--- config.mk ---
export PLATFORM = sky130hd
export DESIGN_NAME = md4_digest_engine_flat
export DESIGN_NICKNAME = d
export VERILOG_FILES = /design/src/rtl/core/md4_pkg.sv /design/src/rtl/core/md4_if.sv /design/src/rtl/core/md4_digest_engine.sv /design/src/rtl/core/md4_ram.sv /design/src/rtl/core/md4_front.sv /design/src/rtl/core/md4_blkq.sv /design/src/rtl/core/md4_back.sv /design/src/flat_wrapper.sv
export SDC_FILE = /design/constraint.sdc
export NUM_CORES = 2
export LEC_CHECK = 0
export ABC_AREA = 1
export BUFFER_PORTS_ARGS = -buffer_cell sky130_fd_sc_hd__clkbuf_2
export CAP_MARGIN = 20
export CORE_ASPECT_RATIO = 1.25
export CORE_UTILIZATION = 25
export CTS_BUF_LIST = sky130_fd_sc_hd__clkbuf_8
export CTS_CLUSTER_DIAMETER = 100
export CTS_CLUSTER_SIZE = 16
export DETAILED_ROUTE_END_ITERATION = 16
export GPL_TIMING_DRIVEN = 0
export PLACE_DENSITY = 0.45
export SLEW_MARGIN = 30
export SYNTH_ARGS = -nofsm -noshare
export SYNTH_HDL_FRONTEND = slang
export SYNTH_HIERARCHICAL = 1
export SYNTH_SLANG_ARGS = --single-unit
--- constraint.sdc ---
create_clock -name clk -period 20.3 [get_ports clk]
set_clock_uncertainty 0.1 [all_clocks]
set_input_delay 1.015 -clock clk [delete_from_list [all_inputs] [get_ports clk]]
set_output_delay 1.015 -clock clk [all_outputs]
set_load 0.02 [all_outputs]
--- src/rtl/core/md4_pkg.sv ---
package md4_pkg;

  localparam int WORD_W     = 32;
  localparam int BLK_WORDS  = 16;
  localparam int STEPS      = 48;
  localparam int DEF_SLOTS  = 2;

  localparam logic [31:0] IV0 = 32'h67452301;
  localparam logic [31:0] IV1 = 32'hefcdab89;
  localparam logic [31:0] IV2 = 32'h98badcfe;
  localparam logic [31:0] IV3 = 32'h10325476;
  localparam logic [31:0] K2  = 32'h5A827999;
  localparam logic [31:0] K3  = 32'h6ED9EBA1;
  localparam logic [7:0]  PAD_BYTE = 8'h80;

  localparam logic [4:0] R1_SH [4] = '{5'd3, 5'd7, 5'd11, 5'd19};
  localparam logic [4:0] R2_SH [4] = '{5'd3, 5'd5, 5'd9, 5'd13};
  localparam logic [4:0] R3_SH [4] = '{5'd3, 5'd9, 5'd11, 5'd15};

  localparam logic [1:0] RND_1 = 2'd0;
  localparam logic [1:0] RND_2 = 2'd1;

  // front to queue: word write and block hand-over
  typedef struct packed {
    logic        we;
    logic [3:0]  widx;
    logic [31:0] wdata;
    logic        push;
    logic        last_blk;
  } fwr_t;

  // queue to back
  typedef struct packed {
    logic avail;
    logic last_blk;
  } qstat_t;

  // back to queue
  typedef struct packed {
    logic       re;
    logic [3:0] ridx;
    logic       pop;
  } brd_t;

  function automatic logic [3:0] msg_index(input logic [5:0] step);
    logic [3:0] j;
    j = step[3:0];
    case (step[5:4])
      RND_1:   msg_index = j;
      RND_2:   msg_index = {j[1:0], j[3:2]};
      default: msg_index = {j[0], j[1], j[2], j[3]};
    endcase
  endfunction

  function automatic logic [4:0] shift_amt(input logic [5:0] step);
    case (step[5:4])
      RND_1:   shift_amt = R1_SH[step[1:0]];
      RND_2:   shift_amt = R2_SH[step[1:0]];
      default: shift_amt = R3_SH[step[1:0]];
    endcase
  endfunction

  function automatic logic [31:0] rotl32(input logic [31:0] v, input logic [4:0] s);
    logic [63:0] t;
    t = {v, v} << s;
    rotl32 = t[63:32];
  endfunction

endpackage

--- src/rtl/core/md4_if.sv ---
interface md4_msg_if;
  logic       valid;
  logic       ready;
  logic [7:0] data_byte;
  logic       byte_valid;
  logic       is_last;

  modport source (output valid, data_byte, byte_valid, is_last, input ready);
  modport sink (input valid, data_byte, byte_valid, is_last, output ready);
endinterface

interface md4_dig_if;
  logic        valid;
  logic        ready;
  logic [63:0] digest_lo;
  logic [63:0] digest_hi;

  modport source (output valid, digest_lo, digest_hi, input ready);
  modport sink (input valid, digest_lo, digest_hi, output ready);
endinterface

--- src/rtl/core/md4_digest_engine.sv ---
// md4 digest engine
// msg: one message word (byte) per handshake, byte_valid marks a real byte and
//   is_last closes the message; a word with byte_valid low and is_last high
//   ends the message with what has been gathered (an empty message if nothing).
// dig: one word per message, the 128-bit digest as digest_lo (bytes 0..7) and
//   digest_hi (bytes 8..15).
// throughput: one byte per cycle while slots are free and no padding runs;
//   each 64-byte block passes the compression unit as load, 48 steps and chain
//   add, one step per cycle through a single rotator.
// after the last word, padding writes one word per cycle while a slot is free
//   (up to 16, or 18 when the length spills into an extra block), then each
//   queued block goes through compression; the digest shows in the output
//   register in the cycle after the final chain add.
// NumSlots sets how many 64-byte blocks the queue buffers between gathering
//   and compression; msg.ready drops while all slots are taken or padding runs.
// reset: chaining words return to the md4 initial values, the queue empties
//   and no digest is pending; block storage is not cleared.
// a stalled digest holds in the output register; the compression unit then
//   waits at a last block's final add and the front stalls once slots are full.
module md4_digest_engine #(
  parameter int NumSlots = md4_pkg::DEF_SLOTS
) (
  input  logic      clk,
  input  logic      rst,
  md4_msg_if.sink   msg,
  md4_dig_if.source dig
);

  md4_pkg::fwr_t   wr;
  md4_pkg::brd_t   rd;
  md4_pkg::qstat_t qs;
  logic            space;
  logic [31:0]     rdata;

  md4_front u_front (
    .clk  (clk),
    .rst  (rst),
    .msg  (msg),
    .space(space),
    .wr   (wr)
  );

  md4_blkq #(
    .NumSlots(NumSlots)
  ) u_blkq (
    .clk  (clk),
    .rst  (rst),
    .wr   (wr),
    .space(space),
    .rd   (rd),
    .qs   (qs),
    .rdata(rdata)
  );

  md4_back u_back (
    .clk  (clk),
    .rst  (rst),
    .qs   (qs),
    .rdata(rdata),
    .rd   (rd),
    .dig  (dig)
  );

endmodule

--- src/rtl/core/md4_ram.sv ---
module md4_ram #(
  parameter int Width = 32,
  parameter int Depth = 32
) (
  input  logic                     clk,
  input  logic                     we,
  input  logic [$clog2(Depth)-1:0] waddr,
  input  logic [Width-1:0]         wdata,
  input  logic                     re,
  input  logic [$clog2(Depth)-1:0] raddr,
  output logic [Width-1:0]         rdata
);

  logic [Width-1:0] mem [Depth];

  always_ff @(posedge clk) begin
    if (we) begin
      mem[waddr] <= wdata;
    end
    if (re) begin
      rdata <= mem[raddr];
    end
  end

endmodule

--- src/rtl/core/md4_front.sv ---
module md4_front (
  input  logic          clk,
  input  logic          rst,
  md4_msg_if.sink       msg,
  input  logic          space,
  output md4_pkg::fwr_t wr
);

  localparam logic F_IDLE = 1'b0;
  localparam logic F_PAD  = 1'b1;

  logic        state;
  logic [5:0]  fill;
  logic [31:0] acc;
  logic [63:0] bit_len;
  logic        mark_done;
  logic        len_ok;

  logic        accept;
  logic [1:0]  p;
  logic [3:0]  w;
  logic [31:0] acc_upd;
  logic [31:0] pad_word;
  logic        pad_go;
  logic        pad_end;

  assign p         = fill[1:0];
  assign w         = fill[5:2];
  assign msg.ready = (state == F_IDLE) && space;
  assign accept    = msg.valid && msg.ready;
  assign pad_go    = (state == F_PAD) && space;
  assign pad_end   = pad_go && mark_done && len_ok && (w == 4'd15);

  always_comb begin
    acc_upd = acc;
    case (p)
      2'd0:    acc_upd[7:0]   = msg.data_byte;
      2'd1:    acc_upd[15:8]  = msg.data_byte;
      2'd2:    acc_upd[23:16] = msg.data_byte;
      default: acc_upd[31:24] = msg.data_byte;
    endcase
  end

  // partial word: bytes below fill, marker, zeros; later zeros or length
  always_comb begin
    pad_word = '0;
    if (mark_done) begin
      if (len_ok && w == 4'd14) begin
        pad_word = bit_len[31:0];
      end else if (len_ok && w == 4'd15) begin
        pad_word = bit_len[63:32];
      end
    end else begin
      for (int k = 0; k < 4; k++) begin
        if (2'(k) < p) begin
          pad_word[8*k +: 8] = acc[8*k +: 8];
        end else if (2'(k) == p) begin
          pad_word[8*k +: 8] = md4_pkg::PAD_BYTE;
        end
      end
    end
  end

  always_comb begin
    wr = '0;
    unique case (state)
      F_IDLE: begin
        if (accept && msg.byte_valid && p == 2'd3) begin
          wr.we    = 1'b1;
          wr.widx  = w;
          wr.wdata = acc_upd;
          wr.push  = (w == 4'd15);
        end
      end
      F_PAD: begin
        if (pad_go) begin
          wr.we       = 1'b1;
          wr.widx     = w;
          wr.wdata    = pad_word;
          wr.push     = (w == 4'd15);
          wr.last_blk = pad_end;
        end
      end
      default: wr = '0;
    endcase
  end

  always_ff @(posedge clk) begin
    if (rst) begin
      state     <= F_IDLE;
      fill      <= '0;
      bit_len   <= '0;
      mark_done <= 1'b0;
      len_ok    <= 1'b0;
    end else begin
      unique case (state)
        F_IDLE: begin
          if (accept) begin
            if (msg.byte_valid) begin
              acc     <= acc_upd;
              fill    <= fill + 6'd1;
              bit_len <= bit_len + 64'd8;
            end
            if (msg.is_last) begin
              state     <= F_PAD;
              mark_done <= 1'b0;
              len_ok    <= 1'b0;
            end
          end
        end
        F_PAD: begin
          if (pad_go) begin
            // wraps to zero after word 15
            fill <= {w + 4'd1, 2'b00};
            if (!mark_done) begin
              mark_done <= 1'b1;
              // marker in word 14 leaves no room for the length
              len_ok    <= (w != 4'd14);
            end else if (pad_end) begin
              state   <= F_IDLE;
              bit_len <= '0;
            end else if (w == 4'd15) begin
              len_ok <= 1'b1;
            end
          end
        end
        default: state <= F_IDLE;
      endcase
    end
  end

endmodule

--- src/rtl/core/md4_blkq.sv ---
module md4_blkq #(
  parameter int NumSlots = md4_pkg::DEF_SLOTS
) (
  input  logic             clk,
  input  logic             rst,
  input  md4_pkg::fwr_t    wr,
  output logic             space,
  input  md4_pkg::brd_t    rd,
  output md4_pkg::qstat_t  qs,
  output logic [31:0]      rdata
);

  localparam int SlotW = $clog2(NumSlots);
  localparam int CntW  = $clog2(NumSlots + 1);
  localparam int AddrW = SlotW + 4;
  localparam int Depth = NumSlots * md4_pkg::BLK_WORDS;

  logic [SlotW-1:0] wr_ptr;
  logic [SlotW-1:0] rd_ptr;
  logic [CntW-1:0]  count;
  logic             fin [NumSlots];

  logic [AddrW-1:0] waddr;
  logic [AddrW-1:0] raddr;

  assign space       = (count < CntW'(NumSlots));
  assign qs.avail    = (count != '0);
  assign qs.last_blk = fin[rd_ptr];
  assign waddr       = {wr_ptr, wr.widx};
  assign raddr       = {rd_ptr, rd.ridx};

  md4_ram #(
    .Width(md4_pkg::WORD_W),
    .Depth(Depth)
  ) u_ram (
    .clk  (clk),
    .we   (wr.we),
    .waddr(waddr),
    .wdata(wr.wdata),
    .re   (rd.re),
    .raddr(raddr),
    .rdata(rdata)
  );

  always_ff @(posedge clk) begin
    if (rst) begin
      wr_ptr <= '0;
      rd_ptr <= '0;
      count  <= '0;
    end else begin
      if (wr.push) begin
        fin[wr_ptr] <= wr.last_blk;
        wr_ptr      <= (wr_ptr == SlotW'(NumSlots - 1)) ? '0 : wr_ptr + 1'b1;
      end
      if (rd.pop) begin
        rd_ptr <= (rd_ptr == SlotW'(NumSlots - 1)) ? '0 : rd_ptr + 1'b1;
      end
      if (wr.push && !rd.pop) begin
        count <= count + 1'b1;
      end else if (!wr.push && rd.pop) begin
        count <= count - 1'b1;
      end
    end
  end

endmodule

--- src/rtl/core/md4_back.sv ---
module md4_back (
  input  logic            clk,
  input  logic            rst,
  input  md4_pkg::qstat_t qs,
  input  logic [31:0]     rdata,
  output md4_pkg::brd_t   rd,
  md4_dig_if.source       dig
);

  localparam logic [1:0] B_IDLE = 2'd0;
  localparam logic [1:0] B_RUN  = 2'd1;
  localparam logic [1:0] B_ADD  = 2'd2;

  localparam logic [5:0] LAST_STEP = 6'(md4_pkg::STEPS - 1);

  logic [1:0]  state;
  logic [5:0]  step;
  logic [31:0] a, b, c, d;
  logic [31:0] h0, h1, h2, h3;
  logic        out_valid;
  logic [63:0] dlo, dhi;

  logic [31:0] f;
  logic [31:0] sum;
  logic [31:0] newv;
  logic [31:0] s0, s1, s2, s3;
  logic        can_out;

  assign dig.valid     = out_valid;
  assign dig.digest_lo = dlo;
  assign dig.digest_hi = dhi;
  assign can_out       = !out_valid || dig.ready;

  always_comb begin
    case (step[5:4])
      md4_pkg::RND_1: f = (b & c) | (~b & d);
      md4_pkg::RND_2: f = ((b & c) | (b & d) | (c & d)) + md4_pkg::K2;
      default:        f = (b ^ c ^ d) + md4_pkg::K3;
    endcase
  end

  assign sum  = a + f + rdata;
  assign newv = md4_pkg::rotl32(sum, md4_pkg::shift_amt(step));
  assign s0   = h0 + a;
  assign s1   = h1 + b;
  assign s2   = h2 + c;
  assign s3   = h3 + d;

  always_comb begin
    rd = '0;
    unique case (state)
      B_IDLE: begin
        rd.re   = qs.avail;
        rd.ridx = md4_pkg::msg_index(6'd0);
      end
      B_RUN: begin
        rd.re   = (step != LAST_STEP);
        rd.ridx = md4_pkg::msg_index(step + 6'd1);
      end
      B_ADD: begin
        rd.pop = !qs.last_blk || can_out;
      end
      default: rd = '0;
    endcase
  end

  always_ff @(posedge clk) begin
    if (rst) begin
      state     <= B_IDLE;
      step      <= '0;
      h0        <= md4_pkg::IV0;
      h1        <= md4_pkg::IV1;
      h2        <= md4_pkg::IV2;
      h3        <= md4_pkg::IV3;
      out_valid <= 1'b0;
    end else begin
      if (state == B_ADD && rd.pop && qs.last_blk) begin
        out_valid <= 1'b1;
      end else if (dig.ready) begin
        out_valid <= 1'b0;
      end
      unique case (state)
        B_IDLE: begin
          if (qs.avail) begin
            a     <= h0;
            b     <= h1;
            c     <= h2;
            d     <= h3;
            step  <= '0;
            state <= B_RUN;
          end
        end
        B_RUN: begin
          // roles rotate so the updated word always sits in b
          a <= d;
          b <= newv;
          c <= b;
          d <= c;
          if (step == LAST_STEP) begin
            state <= B_ADD;
          end else begin
            step <= step + 6'd1;
          end
        end
        B_ADD: begin
          if (rd.pop) begin
            state <= B_IDLE;
            if (qs.last_blk) begin
              dlo <= {s1, s0};
              dhi <= {s3, s2};
              h0  <= md4_pkg::IV0;
              h1  <= md4_pkg::IV1;
              h2  <= md4_pkg::IV2;
              h3  <= md4_pkg::IV3;
            end else begin
              h0 <= s0;
              h1 <= s1;
              h2 <= s2;
              h3 <= s3;
            end
          end
        end
        default: state <= B_IDLE;
      endcase
    end
  end

endmodule

--- src/flat_wrapper.sv ---
// flat-port wrapper written by rule: the top's interface ports become plain ports
module md4_digest_engine_flat 
#(
  parameter int NumSlots = md4_pkg::DEF_SLOTS
)
  (clk, rst, msg_valid, msg_data_byte, msg_byte_valid, msg_is_last, msg_ready, dig_valid, dig_digest_lo, dig_digest_hi, dig_ready);
  md4_msg_if msg_i ();
  md4_dig_if dig_i ();
  input  logic clk;
  input  logic rst;
  input wire logic [$bits(msg_i.valid)-1:0] msg_valid;
  input wire logic [$bits(msg_i.data_byte)-1:0] msg_data_byte;
  input wire logic [$bits(msg_i.byte_valid)-1:0] msg_byte_valid;
  input wire logic [$bits(msg_i.is_last)-1:0] msg_is_last;
  output wire logic [$bits(msg_i.ready)-1:0] msg_ready;
  output wire logic [$bits(dig_i.valid)-1:0] dig_valid;
  output wire logic [$bits(dig_i.digest_lo)-1:0] dig_digest_lo;
  output wire logic [$bits(dig_i.digest_hi)-1:0] dig_digest_hi;
  input wire logic [$bits(dig_i.ready)-1:0] dig_ready;
  assign msg_i.valid = msg_valid;
  assign msg_i.data_byte = msg_data_byte;
  assign msg_i.byte_valid = msg_byte_valid;
  assign msg_i.is_last = msg_is_last;
  assign msg_ready = msg_i.ready;
  assign dig_valid = dig_i.valid;
  assign dig_digest_lo = dig_i.digest_lo;
  assign dig_digest_hi = dig_i.digest_hi;
  assign dig_i.ready = dig_ready;
  md4_digest_engine #(.NumSlots(NumSlots)) u_core (.clk(clk), .rst(rst), .msg(msg_i), .dig(dig_i));
endmodule
==> results_dict.tcl <==
set metrics [dict create \
    setup_tns_ps 0 \
    cts_root_buf "clkbuf_8" \
    portBuffers 143 \
    p_clk_frac 0.323 \
    synth_enable_flop_cells 1338 \
    comb_power_share 0.020 \
    p_sw_mw 1.20 \
    fin_ws_ps 13440 \
    cts_buffers 112 \
    chipWidth_um 497 \
    cp_slowest_stage_delay_ps 710 \
    syn_nets 8273 \
    chipHeight_um 621 \
    worst-path-max-fanout 6 \
    ys_warn_count 6 \
    slew_headroom 0.301 \
    required_ps 20900 \
    ios 144 \
    crit_path_end_kind "flop" \
    fin_crit_sh 0.338 \
    antenna_found_initial 14 \
    fmax_mhz 146 \
    via_per_inst 4.75 \
    leakage_nw 32.8 \
    cts.path.max_buffers 3 \
    min_path_type "input pin to flop" \
    vias 59265 \
    syn_to_final_growth_pct 14.2 \
    powerDensity_nw_per_um2 59.7 \
    track_usage 0.189 \
    outcome "finished clean" \
    internal_power_mw 4.03 \
    final_cell_area_um2 87500 \
    ant_nets 0 \
    cts-resized-gates 0 \
    critPathTopFamily "simple AND/OR/NAND/NOR gates" \
    slew_violations 0 \
    synth_area_per_cell_um2 9.55 \
    ir_drop_mv 0.0536 \
    grt_pass1_vias 58098 \
    ys.flop_type "edfxtp_1" \
    start_kind "flop" \
    coreArea_um2 304000 \
    clk_pin_slew_worst_paths_ps 110 \
    htreeDepth 3 \
    cts-hold-fix-buffers 0 \
    overflow 0 \
    drt_iter0_drc 4701 \
    syn_area_um2 76600 \
    power_frac_seq 0.656 \
    dp_slack_ps 13440 \
    synthDistinctLibCells 73 \
    dieArea_um2 309000 \
    grt_max_degree 33 \
    place_area_um2 85400 \
    wire_per_inst_um 24.0 \
    finalSetupViolCount 0 \
    synth_top_area_cell "edfxtp_1" \
    arrival_ps 7470 \
    maxCapViolCount 0 \
    tightestPinTransition_ps 1050 \
    worst_hold_slack_ps 385 \
    clk-insertion-delay-late_ps 970 \
    final-hold-violation-count 0 \
    finalCriticalPeriod_ps 6860 \
    crit_slowest_cell "edfxtp_1" \
    drc 0 \
    switching_share 0.229 \
    drive_gt1_frac 0.0991 \
    synth_cells 8021 \
    cp.buffers_inverters 1 \
    cts_setup_buffers 0 \
    reg2reg_slack_ps 13440 \
    cts_tree "built" \
    start_util 0.252 \
    yosys-top-cells-area "edfxtp_1, nand2_1, nand3_1" \
    grt_setup_unrepaired "false" \
    synth-seq-cells 1550 \
    dr.pass1.iters 6 \
    rows 226 \
    synth_top_area_frac 0.524 \
    ys_async_sr_fraction 0 \
    nets 8646 \
    hpwlAfterDp_um 235000 \
    grt_pass1_wl_um 423000 \
    cts.sinks 1550 \
    drt_wl_total_um 300000 \
    place_congestion 0.942 \
    cpMostUsedCell "nand2_2" \
    yosysSeqAreaShare 0.580 \
    critical_path_class "flop to flop" \
]
[through the flow]
step	cells	utilization	total power, mW
4_1_cts	12458	0.288	5.29
2_1_floorplan	8021	-	3.55
6_report	12464	0.288	5.22
3_5_place_dp	12270	0.281	3.61
5_1_grt	12461	0.288	5.39
3_3_place_gp	12154	0.271	3.60
[power by group through the flow]
stage               registers (mW)  clock network, mW  logic [mW]
finish                        3.43               1.69       0.107
global route                  3.43               1.85       0.112
CTS                           3.43               1.75       0.107
detailed placement            3.50                  0       0.107
global placement              3.50                  0      0.0943
floorplan                     3.50                  0      0.0468
[flip-flops by register name, summed over array words and instances, names as in the netlist, 61 cells and up, named ones only]
register                     flops
u_core/u_blkq/u_ram/mem       1024
u_core/u_front/bit_len          61
u_core/u_back/dig.digest_lo     64
u_core/u_back/dig.digest_hi     64
[final timing paths]
kind / end / cells after the start / startpoint
worst min register to register: u_core/u_back/h0[21] / 2 / u_core/u_back/h0[21]
worst max-delay path: u_core/u_back/b[0] / 38 / u_core/u_back/b[1]
worst min-delay path: u_core/u_front/state / 5 / msg_is_last
worst max register to register: u_core/u_back/b[0] / 38 / u_core/u_back/b[1]
[cell usage after synthesis (14+ instances only)]
cell / n
nand2_1: 2580
edfxtp_1: 1338
nand3_1: 1113
a21oi_1: 458
inv_1: 452
nor2_1: 444
o21ai_0: 260
dfxtp_1: 212
ha_1: 170
clkbuf_1: 122
buf_2: 113
xor2_1: 79
buf_6: 68
fa_1: 68
xnor2_1: 66
nor3_1: 35
nand2_2: 33
o211ai_1: 30
buf_1: 29
buf_4: 29
a31oi_1: 26
a21o_1: 24
o21ai_2: 24
o21ai_1: 23
nand4_1: 20
nand3_2: 15
inv_2: 14
[per-layer routing]
layer  global-route usage  share of wire
met4                0.100          0.060
met2                0.344           0.51
met3               0.0190          0.044
met1                0.217           0.39
met5                    0        0.00022
[area by class of cell]
class                   count  area (um^2)
diodes                      6         15.0
inverters                 469         1770
flip-flops and latches   1550        44400
clock inverters            76          527
multi-input cells        5638        28800
plain buffers             364         2180
repair buffers            259         3270
fillers                 31906       216000
well taps                3990         4990
clock buffers             112         1540
[worst reg2reg max path: cells and delay by family, from the launching register on]
kind | cells | cell delay (ps)
fa+ha+maj | 4 | 1810
flops | 1 | 710
compound gates | 3 | 670
buf+inv | 1 | 130
simple gates | 30 | 3250
[cells by family (layout without fill, tap and decap cells)]
family / after synthesis / count (layout) / synth area share
AO/OA/AOI/OAI: 956 / 956 / 0.0717
XOR/XNOR: 146 / 146 / 0.0168
adder cells (fa/ha/maj): 238 / 238 / 0.0455
buffers and inverters: 833 / 1280 / 0.0513
flip-flops: 1550 / 1550 / 0.580
multiplexers: 4 / 4 / 0.000588
other: 0 / 6 / 0
AND/OR/NAND/NOR: 4294 / 4294 / 0.234
[layout by cell type (no fill, tap or decap), types with 30 or more instances in the layout]
master,Yosys,layout
nand2_1,2580,2563
edfxtp_1,1338,1338
nand3_1,1113,1113
inv_1,452,506
a21oi_1,458,457
nor2_1,444,411
o21ai_0,260,260
dfxtp_1,212,212
ha_1,170,170
clkbuf_2,0,156
buf_2,113,116
clkbuf_8,0,112
clkbuf_1,122,109
xor2_1,79,79
buf_6,68,79
buf_16,0,76
fa_1,68,68
xnor2_1,66,66
buf_4,29,44
nand2_2,33,43
nor2_4,5,38
nor3_1,35,33
o211ai_1,30,30
No activity file was read; power rests on OpenSTA's default activity.
